[src/rtl/scl_pkg.sv]
// ----------------------------------------------------------------------------
// scl_pkg
// shared types, limits and digit helpers for the settable clock block
// ----------------------------------------------------------------------------
`timescale 1ns / 1ps
`default_nettype none

package scl_pkg;

  localparam int unsigned SEG_W     = 7;
  localparam int unsigned LED_OUT_W = 10;

  localparam logic [5:0] SEC_LIMIT  = 6'd60;
  localparam logic [5:0] MIN_LIMIT  = 6'd60;
  localparam logic [4:0] HOUR_LIMIT = 5'd24;

  // field selector carried on each item
  typedef enum logic [1:0] {
    SEL_NONE = 2'd0,
    SEL_SEC  = 2'd1,
    SEL_MIN  = 2'd2,
    SEL_HOUR = 2'd3
  } set_sel_e;

  typedef struct packed {
    logic [5:0] sec;
    logic [5:0] min;
    logic [4:0] hour;
  } time_t;

  typedef struct packed {
    logic [SEG_W-1:0]     seg_sec_ones;
    logic [SEG_W-1:0]     seg_sec_tens;
    logic [SEG_W-1:0]     seg_min_ones;
    logic [SEG_W-1:0]     seg_min_tens;
    logic [SEG_W-1:0]     seg_hour_ones;
    logic [SEG_W-1:0]     seg_hour_tens;
    logic [LED_OUT_W-1:0] led_pattern;
  } result_t;

  // active-low segments, bit 0 is segment a; anything above nine shows zero
  function automatic logic [SEG_W-1:0] seg_of(input logic [3:0] digit);
    logic [SEG_W-1:0] code;
    case (digit)
      4'd0:    code = 7'h40;
      4'd1:    code = 7'h79;
      4'd2:    code = 7'h24;
      4'd3:    code = 7'h30;
      4'd4:    code = 7'h19;
      4'd5:    code = 7'h12;
      4'd6:    code = 7'h02;
      4'd7:    code = 7'h78;
      4'd8:    code = 7'h00;
      4'd9:    code = 7'h10;
      default: code = 7'h40;
    endcase
    return code;
  endfunction

  // tens digit by reciprocal multiply, exact for all six-bit values
  function automatic logic [2:0] tens_of(input logic [5:0] v);
    logic [13:0] prod;
    prod = 14'(v) * 14'd205;
    return prod[13:11];
  endfunction

  function automatic logic [3:0] ones_of(input logic [5:0] v);
    logic [5:0] tens_x10;
    logic [5:0] diff;
    tens_x10 = 6'(tens_of(v)) * 6'd10;
    diff     = v - tens_x10;
    return diff[3:0];
  endfunction

endpackage

`default_nettype wire

[src/rtl/scl_tick.sv]
// ----------------------------------------------------------------------------
// scl_tick
// time and led ring state, advanced and optionally set once per item
// ----------------------------------------------------------------------------
`timescale 1ns / 1ps
`default_nettype none

module scl_tick #(
  parameter int unsigned LED_COUNT = 10
) (
  input  wire logic                           clk_i,
  input  wire logic                           rst_ni,
  input  wire logic                           step_i,
  input  wire logic                           rotate_left_i,
  input  wire logic [1:0]                     set_select_i,
  input  wire logic [6:0]                     set_value_i,
  output scl_pkg::time_t                      time_q_o,
  output scl_pkg::time_t                      time_d_o,
  output logic [scl_pkg::LED_OUT_W-1:0]       led_pattern_o
);
  import scl_pkg::*;

  localparam logic [LED_COUNT-1:0] LedInit = {LED_COUNT{1'b1}} << (LED_COUNT - 2);

  time_t                time_q, time_d, time_adv;
  logic [LED_COUNT-1:0] ring_q, ring_d;
  logic [5:0]           sec_inc, min_inc;
  logic [4:0]           hour_inc;
  set_sel_e             sel;

  assign sel = set_sel_e'(set_select_i);

  always_comb begin
    sec_inc  = time_q.sec + 6'd1;
    min_inc  = time_q.min + 6'd1;
    hour_inc = time_q.hour + 5'd1;
    time_adv = time_q;
    if (sec_inc >= SEC_LIMIT) begin
      time_adv.sec = '0;
      if (min_inc >= MIN_LIMIT) begin
        time_adv.min  = '0;
        time_adv.hour = (hour_inc >= HOUR_LIMIT) ? 5'd0 : hour_inc;
      end else begin
        time_adv.min = min_inc;
      end
    end else begin
      time_adv.sec = sec_inc;
    end

    time_d = time_adv;
    case (sel)
      SEL_SEC:  time_d.sec  = (set_value_i >= 7'(SEC_LIMIT))  ? 6'd0 : set_value_i[5:0];
      SEL_MIN:  time_d.min  = (set_value_i >= 7'(MIN_LIMIT))  ? 6'd0 : set_value_i[5:0];
      SEL_HOUR: time_d.hour = (set_value_i >= 7'(HOUR_LIMIT)) ? 5'd0 : set_value_i[4:0];
      default:  time_d = time_adv;
    endcase

    if (rotate_left_i) begin
      ring_d = {ring_q[LED_COUNT-2:0], ring_q[LED_COUNT-1]};
    end else begin
      ring_d = {ring_q[0], ring_q[LED_COUNT-1:1]};
    end
  end

  always_ff @(posedge clk_i or negedge rst_ni) begin
    if (!rst_ni) begin
      time_q <= '0;
      ring_q <= LedInit;
    end else if (step_i) begin
      time_q <= time_d;
      ring_q <= ring_d;
    end
  end

  generate
    if (LED_COUNT >= LED_OUT_W) begin : g_led_trunc
      assign led_pattern_o = ring_q[LED_OUT_W-1:0];
    end else begin : g_led_ext
      assign led_pattern_o = {{(LED_OUT_W - LED_COUNT){1'b0}}, ring_q};
    end
  endgenerate

  assign time_q_o = time_q;
  assign time_d_o = time_d;

endmodule

`default_nettype wire

[src/rtl/scl_seg_decode.sv]
// ----------------------------------------------------------------------------
// scl_seg_decode
// splits hh:mm:ss into digits and maps them to segment codes
// ----------------------------------------------------------------------------
`timescale 1ns / 1ps
`default_nettype none

module scl_seg_decode (
  input  wire scl_pkg::time_t                time_i,
  input  wire logic [scl_pkg::LED_OUT_W-1:0] led_pattern_i,
  output scl_pkg::result_t                  result_o
);
  import scl_pkg::*;

  logic [5:0] hour_w;

  assign hour_w = {1'b0, time_i.hour};

  always_comb begin
    result_o.seg_sec_ones  = seg_of(ones_of(time_i.sec));
    result_o.seg_sec_tens  = seg_of({1'b0, tens_of(time_i.sec)});
    result_o.seg_min_ones  = seg_of(ones_of(time_i.min));
    result_o.seg_min_tens  = seg_of({1'b0, tens_of(time_i.min)});
    result_o.seg_hour_ones = seg_of(ones_of(hour_w));
    result_o.seg_hour_tens = seg_of({1'b0, tens_of(hour_w)});
    result_o.led_pattern   = led_pattern_i;
  end

endmodule

`default_nettype wire

[src/rtl/scl_out_buf.sv]
// ----------------------------------------------------------------------------
// scl_out_buf
// result register with a skid entry so input and output sides stay decoupled
// ----------------------------------------------------------------------------
`timescale 1ns / 1ps
`default_nettype none

module scl_out_buf (
  input  wire logic             clk_i,
  input  wire logic             rst_ni,
  input  wire logic             push_i,
  input  wire scl_pkg::result_t data_i,
  output logic                  ready_o,
  output logic                  valid_o,
  input  wire logic             pop_ready_i,
  output scl_pkg::result_t      data_o,
  output logic                  skid_valid_o
);
  import scl_pkg::*;

  result_t main_q, skid_q;
  logic    main_v_q, skid_v_q;
  logic    pop;

  assign pop     = main_v_q && pop_ready_i;
  assign ready_o = !skid_v_q;

  always_ff @(posedge clk_i or negedge rst_ni) begin
    if (!rst_ni) begin
      main_v_q <= 1'b0;
      skid_v_q <= 1'b0;
    end else begin
      if (pop && skid_v_q) begin
        skid_v_q <= 1'b0;
      end else if (push_i && main_v_q && !pop) begin
        skid_v_q <= 1'b1;
      end
      if (push_i) begin
        main_v_q <= 1'b1;
      end else if (pop && !skid_v_q) begin
        main_v_q <= 1'b0;
      end
    end
  end

  always_ff @(posedge clk_i) begin
    if (pop && skid_v_q) begin
      main_q <= skid_q;
    end else if (push_i && (!main_v_q || pop)) begin
      main_q <= data_i;
    end
    if (push_i && main_v_q && !pop) begin
      skid_q <= data_i;
    end
  end

  assign valid_o      = main_v_q;
  assign data_o       = main_q;
  assign skid_valid_o = skid_v_q;

endmodule

`default_nettype wire

[src/rtl/settable_clock_with_led_rotator.sv]
// ----------------------------------------------------------------------------
// settable_clock_with_led_rotator
// hh:mm:ss clock with per-item set and a rotating led ring, seven-seg out
// ----------------------------------------------------------------------------
// results register in the main entry, or in the skid entry while main waits
// throughput: one item per cycle if skid is free, set by the single update step
// a two-entry result buffer takes one more item while the output stalls
// reset: time clears to 00:00:00, the ring loads its two top leds, buffer empty
`timescale 1ns / 1ps
`default_nettype none

module settable_clock_with_led_rotator #(
  parameter int unsigned LED_COUNT = 10
) (
  input  wire logic                             clk_i,
  input  wire logic                             rst_ni,
  // item input channel
  input  wire logic                             in_valid_i,
  output logic                                  in_ready_o,
  input  wire logic                             rotate_left_i,
  input  wire logic [1:0]                       set_select_i,
  input  wire logic [6:0]                       set_value_i,
  // result channel
  output logic                                  out_valid_o,
  input  wire logic                             out_ready_i,
  output logic [scl_pkg::SEG_W-1:0]             seg_sec_ones_o,
  output logic [scl_pkg::SEG_W-1:0]             seg_sec_tens_o,
  output logic [scl_pkg::SEG_W-1:0]             seg_min_ones_o,
  output logic [scl_pkg::SEG_W-1:0]             seg_min_tens_o,
  output logic [scl_pkg::SEG_W-1:0]             seg_hour_ones_o,
  output logic [scl_pkg::SEG_W-1:0]             seg_hour_tens_o,
  output logic [scl_pkg::LED_OUT_W-1:0]         led_pattern_o
);
  import scl_pkg::*;

  logic                 step;
  logic                 skid_valid;
  time_t                time_q, time_d;
  logic [LED_OUT_W-1:0] led_cur;
  result_t              result_d, result_q;

  // an item is taken whenever the skid entry is free
  assign step = in_valid_i && in_ready_o;

  // state: advance, then set, then rotate the ring
  scl_tick #(
    .LED_COUNT (LED_COUNT)
  ) u_tick (
    .clk_i         (clk_i),
    .rst_ni        (rst_ni),
    .step_i        (step),
    .rotate_left_i (rotate_left_i),
    .set_select_i  (set_select_i),
    .set_value_i   (set_value_i),
    .time_q_o      (time_q),
    .time_d_o      (time_d),
    .led_pattern_o (led_cur)
  );

  // display shows the post-update time; leds show the pre-rotation ring
  scl_seg_decode u_decode (
    .time_i        (time_d),
    .led_pattern_i (led_cur),
    .result_o      (result_d)
  );

  scl_out_buf u_out_buf (
    .clk_i        (clk_i),
    .rst_ni       (rst_ni),
    .push_i       (step),
    .data_i       (result_d),
    .ready_o      (in_ready_o),
    .valid_o      (out_valid_o),
    .pop_ready_i  (out_ready_i),
    .data_o       (result_q),
    .skid_valid_o (skid_valid)
  );

  assign seg_sec_ones_o  = result_q.seg_sec_ones;
  assign seg_sec_tens_o  = result_q.seg_sec_tens;
  assign seg_min_ones_o  = result_q.seg_min_ones;
  assign seg_min_tens_o  = result_q.seg_min_tens;
  assign seg_hour_ones_o = result_q.seg_hour_ones;
  assign seg_hour_tens_o = result_q.seg_hour_tens;
  assign led_pattern_o   = result_q.led_pattern;

  // skid entry is only ever filled behind a waiting result
  a_skid_behind_main: assert property (@(posedge clk_i) disable iff (!rst_ni)
    skid_valid |-> out_valid_o)
    else $error("skid entry holds an item with no result in front");

  // an accepted item is always followed by a valid result next cycle
  a_step_gives_result: assert property (@(posedge clk_i) disable iff (!rst_ni)
    step |=> out_valid_o)
    else $error("accepted item produced no result");

  // a stalled result is not dropped
  a_stall_holds: assert property (@(posedge clk_i) disable iff (!rst_ni)
    out_valid_o && !out_ready_i |=> out_valid_o)
    else $error("stalled result vanished");

  // time state stays within its ranges
  a_time_range: assert property (@(posedge clk_i) disable iff (!rst_ni)
    (time_q.sec < SEC_LIMIT) && (time_q.min < MIN_LIMIT) && (time_q.hour < HOUR_LIMIT))
    else $error("time state out of range");

endmodule

`default_nettype wire

[config.mk]
export PLATFORM = sky130hd
export DESIGN_NAME = settable_clock_with_led_rotator
export DESIGN_NICKNAME = d
export VERILOG_FILES = /design/src/rtl/scl_pkg.sv /design/src/rtl/scl_tick.sv /design/src/rtl/scl_seg_decode.sv /design/src/rtl/scl_out_buf.sv /design/src/rtl/settable_clock_with_led_rotator.sv
export SDC_FILE = /design/constraint.sdc
export NUM_CORES = 1
export LEC_CHECK = 0
export BUFFER_PORTS_ARGS = -buffer_cell sky130_fd_sc_hd__buf_2
export CAP_MARGIN = 20
export CORE_MARGIN = 3
export CORE_UTILIZATION = 41
export DETAILED_ROUTE_END_ITERATION = 8
export SYNTH_ARGS = -nofsm -noshare
export SYNTH_HDL_FRONTEND = slang
export SYNTH_SLANG_ARGS = --single-unit
[constraint.sdc]
create_clock -name clk_i -period 14.95 [get_ports clk_i]
set_input_delay 4.485 -clock clk_i [delete_from_list [all_inputs] [get_ports clk_i]]
set_output_delay 4.485 -clock clk_i [all_outputs]
set_load 0.02 [all_outputs]
==> run metrics, run 1 <==
num ports=68; post-route ant nets=0; core area=0.0198 mm^2; gr usage total=15.3%; most frequent standard cell in the layout excluding fill and tap cells=edfxtp_1; post-synthesis async set-or-reset flop share=22.5%; WS Path Type=input port to register; share of layout cells above drive strength 1=20.8%; Area Overhead vs Synth=14.4%; R2R depth=28; post-DP HPWL=11.7 mm; synth warn=0; synthesized cell area=0.00838 mm^2; final setup margin=4720 ps; Seq cells post-synth=129; CP Launch Type=input port; # hold bufs at CTS=0; r2r startpoint=u_tick.time_q_o[11]; Routed WL per cell=14.8 um; worst reg2reg setup slack=7520 ps; dpl cell area=0.00896 mm^2; Worst Hold End=u_tick.led_pattern_o[8]; R2R Path End=u_out_buf.data_o[21]; final setup skew=7.10 ps; GP Congestion=0.812; die width=149 um; largest net degree at the start of global routing=54; first-pass GRT wire length=27.2 mm; Fin Setup TNS=0 ps; Crit path arrival time=10400 ps; Syn Inst Count=746; DR pass1 iterations=5; Min Hold Slack=508 ps; RSZ-0062 raised after global routing=no; clk buf depth=2; min Tclk post-route=10230 ps; count of different cell masters after synthesis=78; Port Buffers=66; die height=149 um; dpl ws=4280 ps; CP required=15120 ps; # Post-CTS Setup Buffers=0; Least-Margin Pin Slew=1040 ps; clock latency at the later pin of the worst-skew pair=420 ps; total CTS buffers=17; Detailed Route WL=16.1 mm; clk sinks=129; Remaining DRCs=0; TritonCTS clock tree=done; vias in the first global route=5311; Hold Path Cell Cnt=2; beginning of the worst hold path=u_tick.led_pattern_o[8]; period utilization=68.4%; count of final max-slew check failures=0; status=finished, final reports clean; CTS clk-pin slew, worst paths=60 ps; final instance area=0.00958 mm^2; CTS-repair resized insts=0; sequential share of the synthesized area=44.5%; most frequent cells in the layout=edfxtp_1, nand2_1, ha_1, buf_2, nor2_1; Hold Path Class=register to register; Detailed Route Iter0 Violations=306; slew margin rel.=30.5%; Fmax=97.8 MHz; initial antenna violation count=0; Initial Util=42.3%; Critical Path Fanout Max=10; syn avg cell area=11.2 um^2; Final Hold Viols=0; Die ar.=0.0222 mm^2; grt ovf=0; Clock Tree Root=clkbuf_16; Crit. End Element=register; syn nets=867; maxcap violations=0; via count=5493; # nets final=929; fillers=1843; ANT cells=0; H-tree depth=4; Post-synth EDFFs=100; Via density=5.06; Most used DFF post-synth=edfxtp_1; final setup fails=0; row cnt=51
## cell type report
| cell class | instances | area (um^2) | share of cell area (%) |
|---|---|---|---|
| clock inverters | 15 | 194 | 2.02 |
| well taps | 265 | 332 | 3.46 |
| multi-input cells | 538 | 4320 | 45.1 |
| clock buffers | 17 | 425 | 4.44 |
| repair buffers | 74 | 390 | 4.07 |
| flip-flops and latches | 129 | 3730 | 38.9 |
| inverters | 48 | 185 | 1.93 |
## routing by layer
layer	wire length (um)	global-route usage [%]	part of all wire, %
met1	7880	21.5	49
met2	7500	24.2	47
met3	510	3.01	3.2
met4	180	4.39	1.1
met5	0	0	0
## worst max-delay path: stages
cell       delay, ps
buf_2            120
nand2_1          230
a2111oi_0        120
buf_4            170
and2_1           170
a311oi_2         410
inv_1            180
ha_1             350
ha_1             300
ha_1             290
ha_1             310
a21o_1           180
a21o_1           170
a21oi_1          120
o21ai_0          100
a41oi_2          300
xor2_1           170
inv_1            170
ha_1             160
inv_1             50
fa_1             400
xnor2_1          150
xnor2_1          160
xnor2_2          420
mux2i_1          290
o22ai_2          120
mux2_2           280
## sequential cells by signal (all words and copies together), names as in the netlist
signal	flops
u_tick.led_pattern_o	10
u_out_buf.data_o	50
u_out_buf.valid_o	1
u_tick.time_q_o	17
u_out_buf.skid_valid_o	1
u_out_buf.skid_q	50
## cells in the mapped netlist (11+ instances only)
library cell	n	area share, %
edfxtp_1	100	36
nand2_1	96	4.3
ha_1	91	14
nor2_1	53	2.4
inv_1	45	2.0
o21ai_0	41	2.4
mux2_2	30	4.0
dfrtp_1	27	8.1
a21oi_1	20	1.2
clkbuf_1	20	0.90
fa_1	16	3.8
mux2i_1	16	1.9
nand3_1	14	0.84
xnor2_1	13	1.4
nand2b_1	12	0.90
o31ai_1	11	0.99
## kinds of logic after synthesis
family	count (synthesis)	synth area share, %
AOI/OAI and AO/OA	131	11.3
xor gates and xnor gates	30	4.39
adders and majority gates	107	17.4
buffers and inverters	79	4.00
DFF	129	44.5
muxes	47	6.12
other	1	0.0448
and+or+nand+nor	222	12.2
## worst max path at each step
stage	start	to	slack, ps	cells past startpoint
CTS	set_select_i[1]	u_out_buf.data_o[21]	4710	27
floorplan	set_select_i[1]	u_out_buf.data_o[21]	4870	25
detailed placement	set_select_i[1]	u_out_buf.data_o[21]	4280	27
global route	set_select_i[1]	u_out_buf.data_o[21]	4320	27
finish	set_select_i[1]	u_out_buf.data_o[21]	4720	27
global placement	set_select_i[1]	u_out_buf.data_o[21]	4310	27
## per-stage QoR
stage          utilization, %  std cells
3_3_place_gp             45.3       1054
5_1_grt                  48.4       1086
6_report                 48.4       1086
2_1_floorplan               -        746
3_5_place_dp             45.3       1054
4_1_cts                  48.4       1086
Power of run 1 is left out: the tool's default activity adds up to more than one toggle a clock period on the data nets, which glitch-free logic cannot reach.
==> inputs of run 2 (changes only) <==
Clock period 14.95 ns to 9.6 ns, I/O delays scaled along.
==> run metrics, run 2 (synthesized netlist as in run 1, its figures left out) <==
min Tclk post-route=8620 ps; CTS-repair resized insts=0 (unchanged); total CTS buffers=17 (unchanged); share of layout cells above drive strength 1=21.1% (was 20.8%); period utilization=89.8%; die width=149 um (unchanged); Die ar.=0.0222 mm^2 (unchanged); maxcap violations=0 (unchanged); Remaining DRCs=0 (unchanged); Bufs and invs on worst path=6 (was 5); RSZ-0062 raised after global routing=no (unchanged); die height=149 um (unchanged); clock latency at the later pin of the worst-skew pair=420 ps (about the same); Clock Tree Root=clkbuf_16 (unchanged); Detailed Route WL=16.1 mm (about the same); largest net degree at the start of global routing=54 (unchanged); post-DP HPWL=11.6 mm (was 11.7 mm); CP max-delay cell=fa_1 (was xnor2_2); worst reg2reg setup slack=2220 ps (was 7520 ps); Via density=5.08 (was 5.06); clk sinks=129 (unchanged); # hold bufs at CTS=0 (unchanged); final setup skew=12.0 ps (was 7.10 ps); Area Overhead vs Synth=14.9% (was 14.4%); Crit. End Element=register (unchanged); first-pass GRT wire length=27.0 mm (was 27.2 mm); H-tree depth=4 (unchanged); Final Hold Viols=0 (unchanged); ANT cells=0 (unchanged); most frequent standard cell in the layout excluding fill and tap cells=edfxtp_1 (unchanged); Fmax=116 MHz; post-route ant nets=0 (unchanged); CP Launch Type=input port (unchanged); final setup fails=0 (unchanged); Least-Margin Pin Slew=743 ps (was 1040 ps); num ports=68 (unchanged); Crit path arrival time=8790 ps (was 10400 ps); # nets final=932 (was 929); Routed WL per cell=14.7 um (was 14.8 um); vias in the first global route=5291 (was 5311); TritonCTS clock tree=done (unchanged); grt ovf=0 (unchanged); CP required=9770 ps (was 15120 ps); gr usage total=15.1% (was 15.3%); most frequent cells in the layout=edfxtp_1, nand2_1, ha_1, buf_2, nor2_1 (unchanged); clk buf depth=2 (unchanged); Fin Setup TNS=0 ps (unchanged); row cnt=51 (unchanged); slew margin rel.=49.8% (was 30.5%); Port Buffers=66 (unchanged); WS Path Type=input port to register (unchanged); Hold Path Class=register to register (unchanged); # Post-CTS Setup Buffers=0 (unchanged); status=finished, final reports clean (unchanged); Detailed Route Iter0 Violations=188 (was 306); via count=5536 (was 5493); DR pass1 iterations=4 (was 5); Max stage delay on crit path=410 ps (was 420 ps); most used cell, CP=ha_1 (unchanged); Top delay family on crit path=adder cells (unchanged); CTS clk-pin slew, worst paths=60 ps (about the same); count of final max-slew check failures=0 (unchanged); initial antenna violation count=0 (unchanged); core area=0.0198 mm^2 (unchanged); GP Congestion=0.839 (was 0.812); Initial Util=42.3% (unchanged); Critical Path Fanout Max=10 (unchanged)
==> run 2: cell types whose count changed in the layout (fill, tap and decap cells not counted), sizes merged <==
cell | previous run | this run
buf | 74 | 77
clkinv | 2 | 5
inv | 55 | 52
clkbuf | 17 | 18
clkinvlp | 3 | 2
==> run 2: cell type report <==
class,count,area (um^2)
Timing Repair Buffer,77,433
Fill cell,1821,10200
Clock buffer,18,439
Tap cell,265,332
Inverter,48,185
Clock inverter,14,176
Multi-Input combinational cell,538,4320
Sequential cell,129,3730
==> run 2: path summary, 6_finish.rpt <==
kind	start	to	cells past startpoint
min reg2reg	u_out_buf.skid_q[4]	u_out_buf.data_o[4]	2
max	set_select_i[1]	u_out_buf.data_o[21]	28
max in group asynchronous	rst_ni	u_tick.time_q_o[11]	1
min in group asynchronous	rst_ni	u_tick.time_q_o[10]	1
max reg2reg	u_tick.time_q_o[11]	u_out_buf.data_o[21]	29
min	u_out_buf.skid_q[4]	u_out_buf.data_o[4]	2
==> run 2: worst min-delay path, delay by kind of cell (launching register included) <==
family	cells	cell delay (ps)
flops	1	320
simple gates	2	80
==> run 2: metal layers <==
metal | wire (um) | GRT usage [%] | vias up
met3 | 491 | 2.77 | 16
met4 | 242 | 4.81 | 0
met2 | 7290 | 23.5 | 98
met5 | 0 | 0 | -
li1 | - | - | 2798
met1 | 8030 | 21.6 | 2624
==> run 2: metrics by stage <==
step	std cells	cell area (um^2)	hold slack, ps	util (%)	setup WS (ps)
finish	1089	9620	507	48.6	975
global route	1089	9620	526	48.6	504
CTS	1088	9590	510	48.5	1050
detailed placement	1056	8980	495	45.4	636
global placement	1056	8980	489	45.4	572
floorplan	746	8380	478	-	1130
Power of run 2 is left out for the same reason.
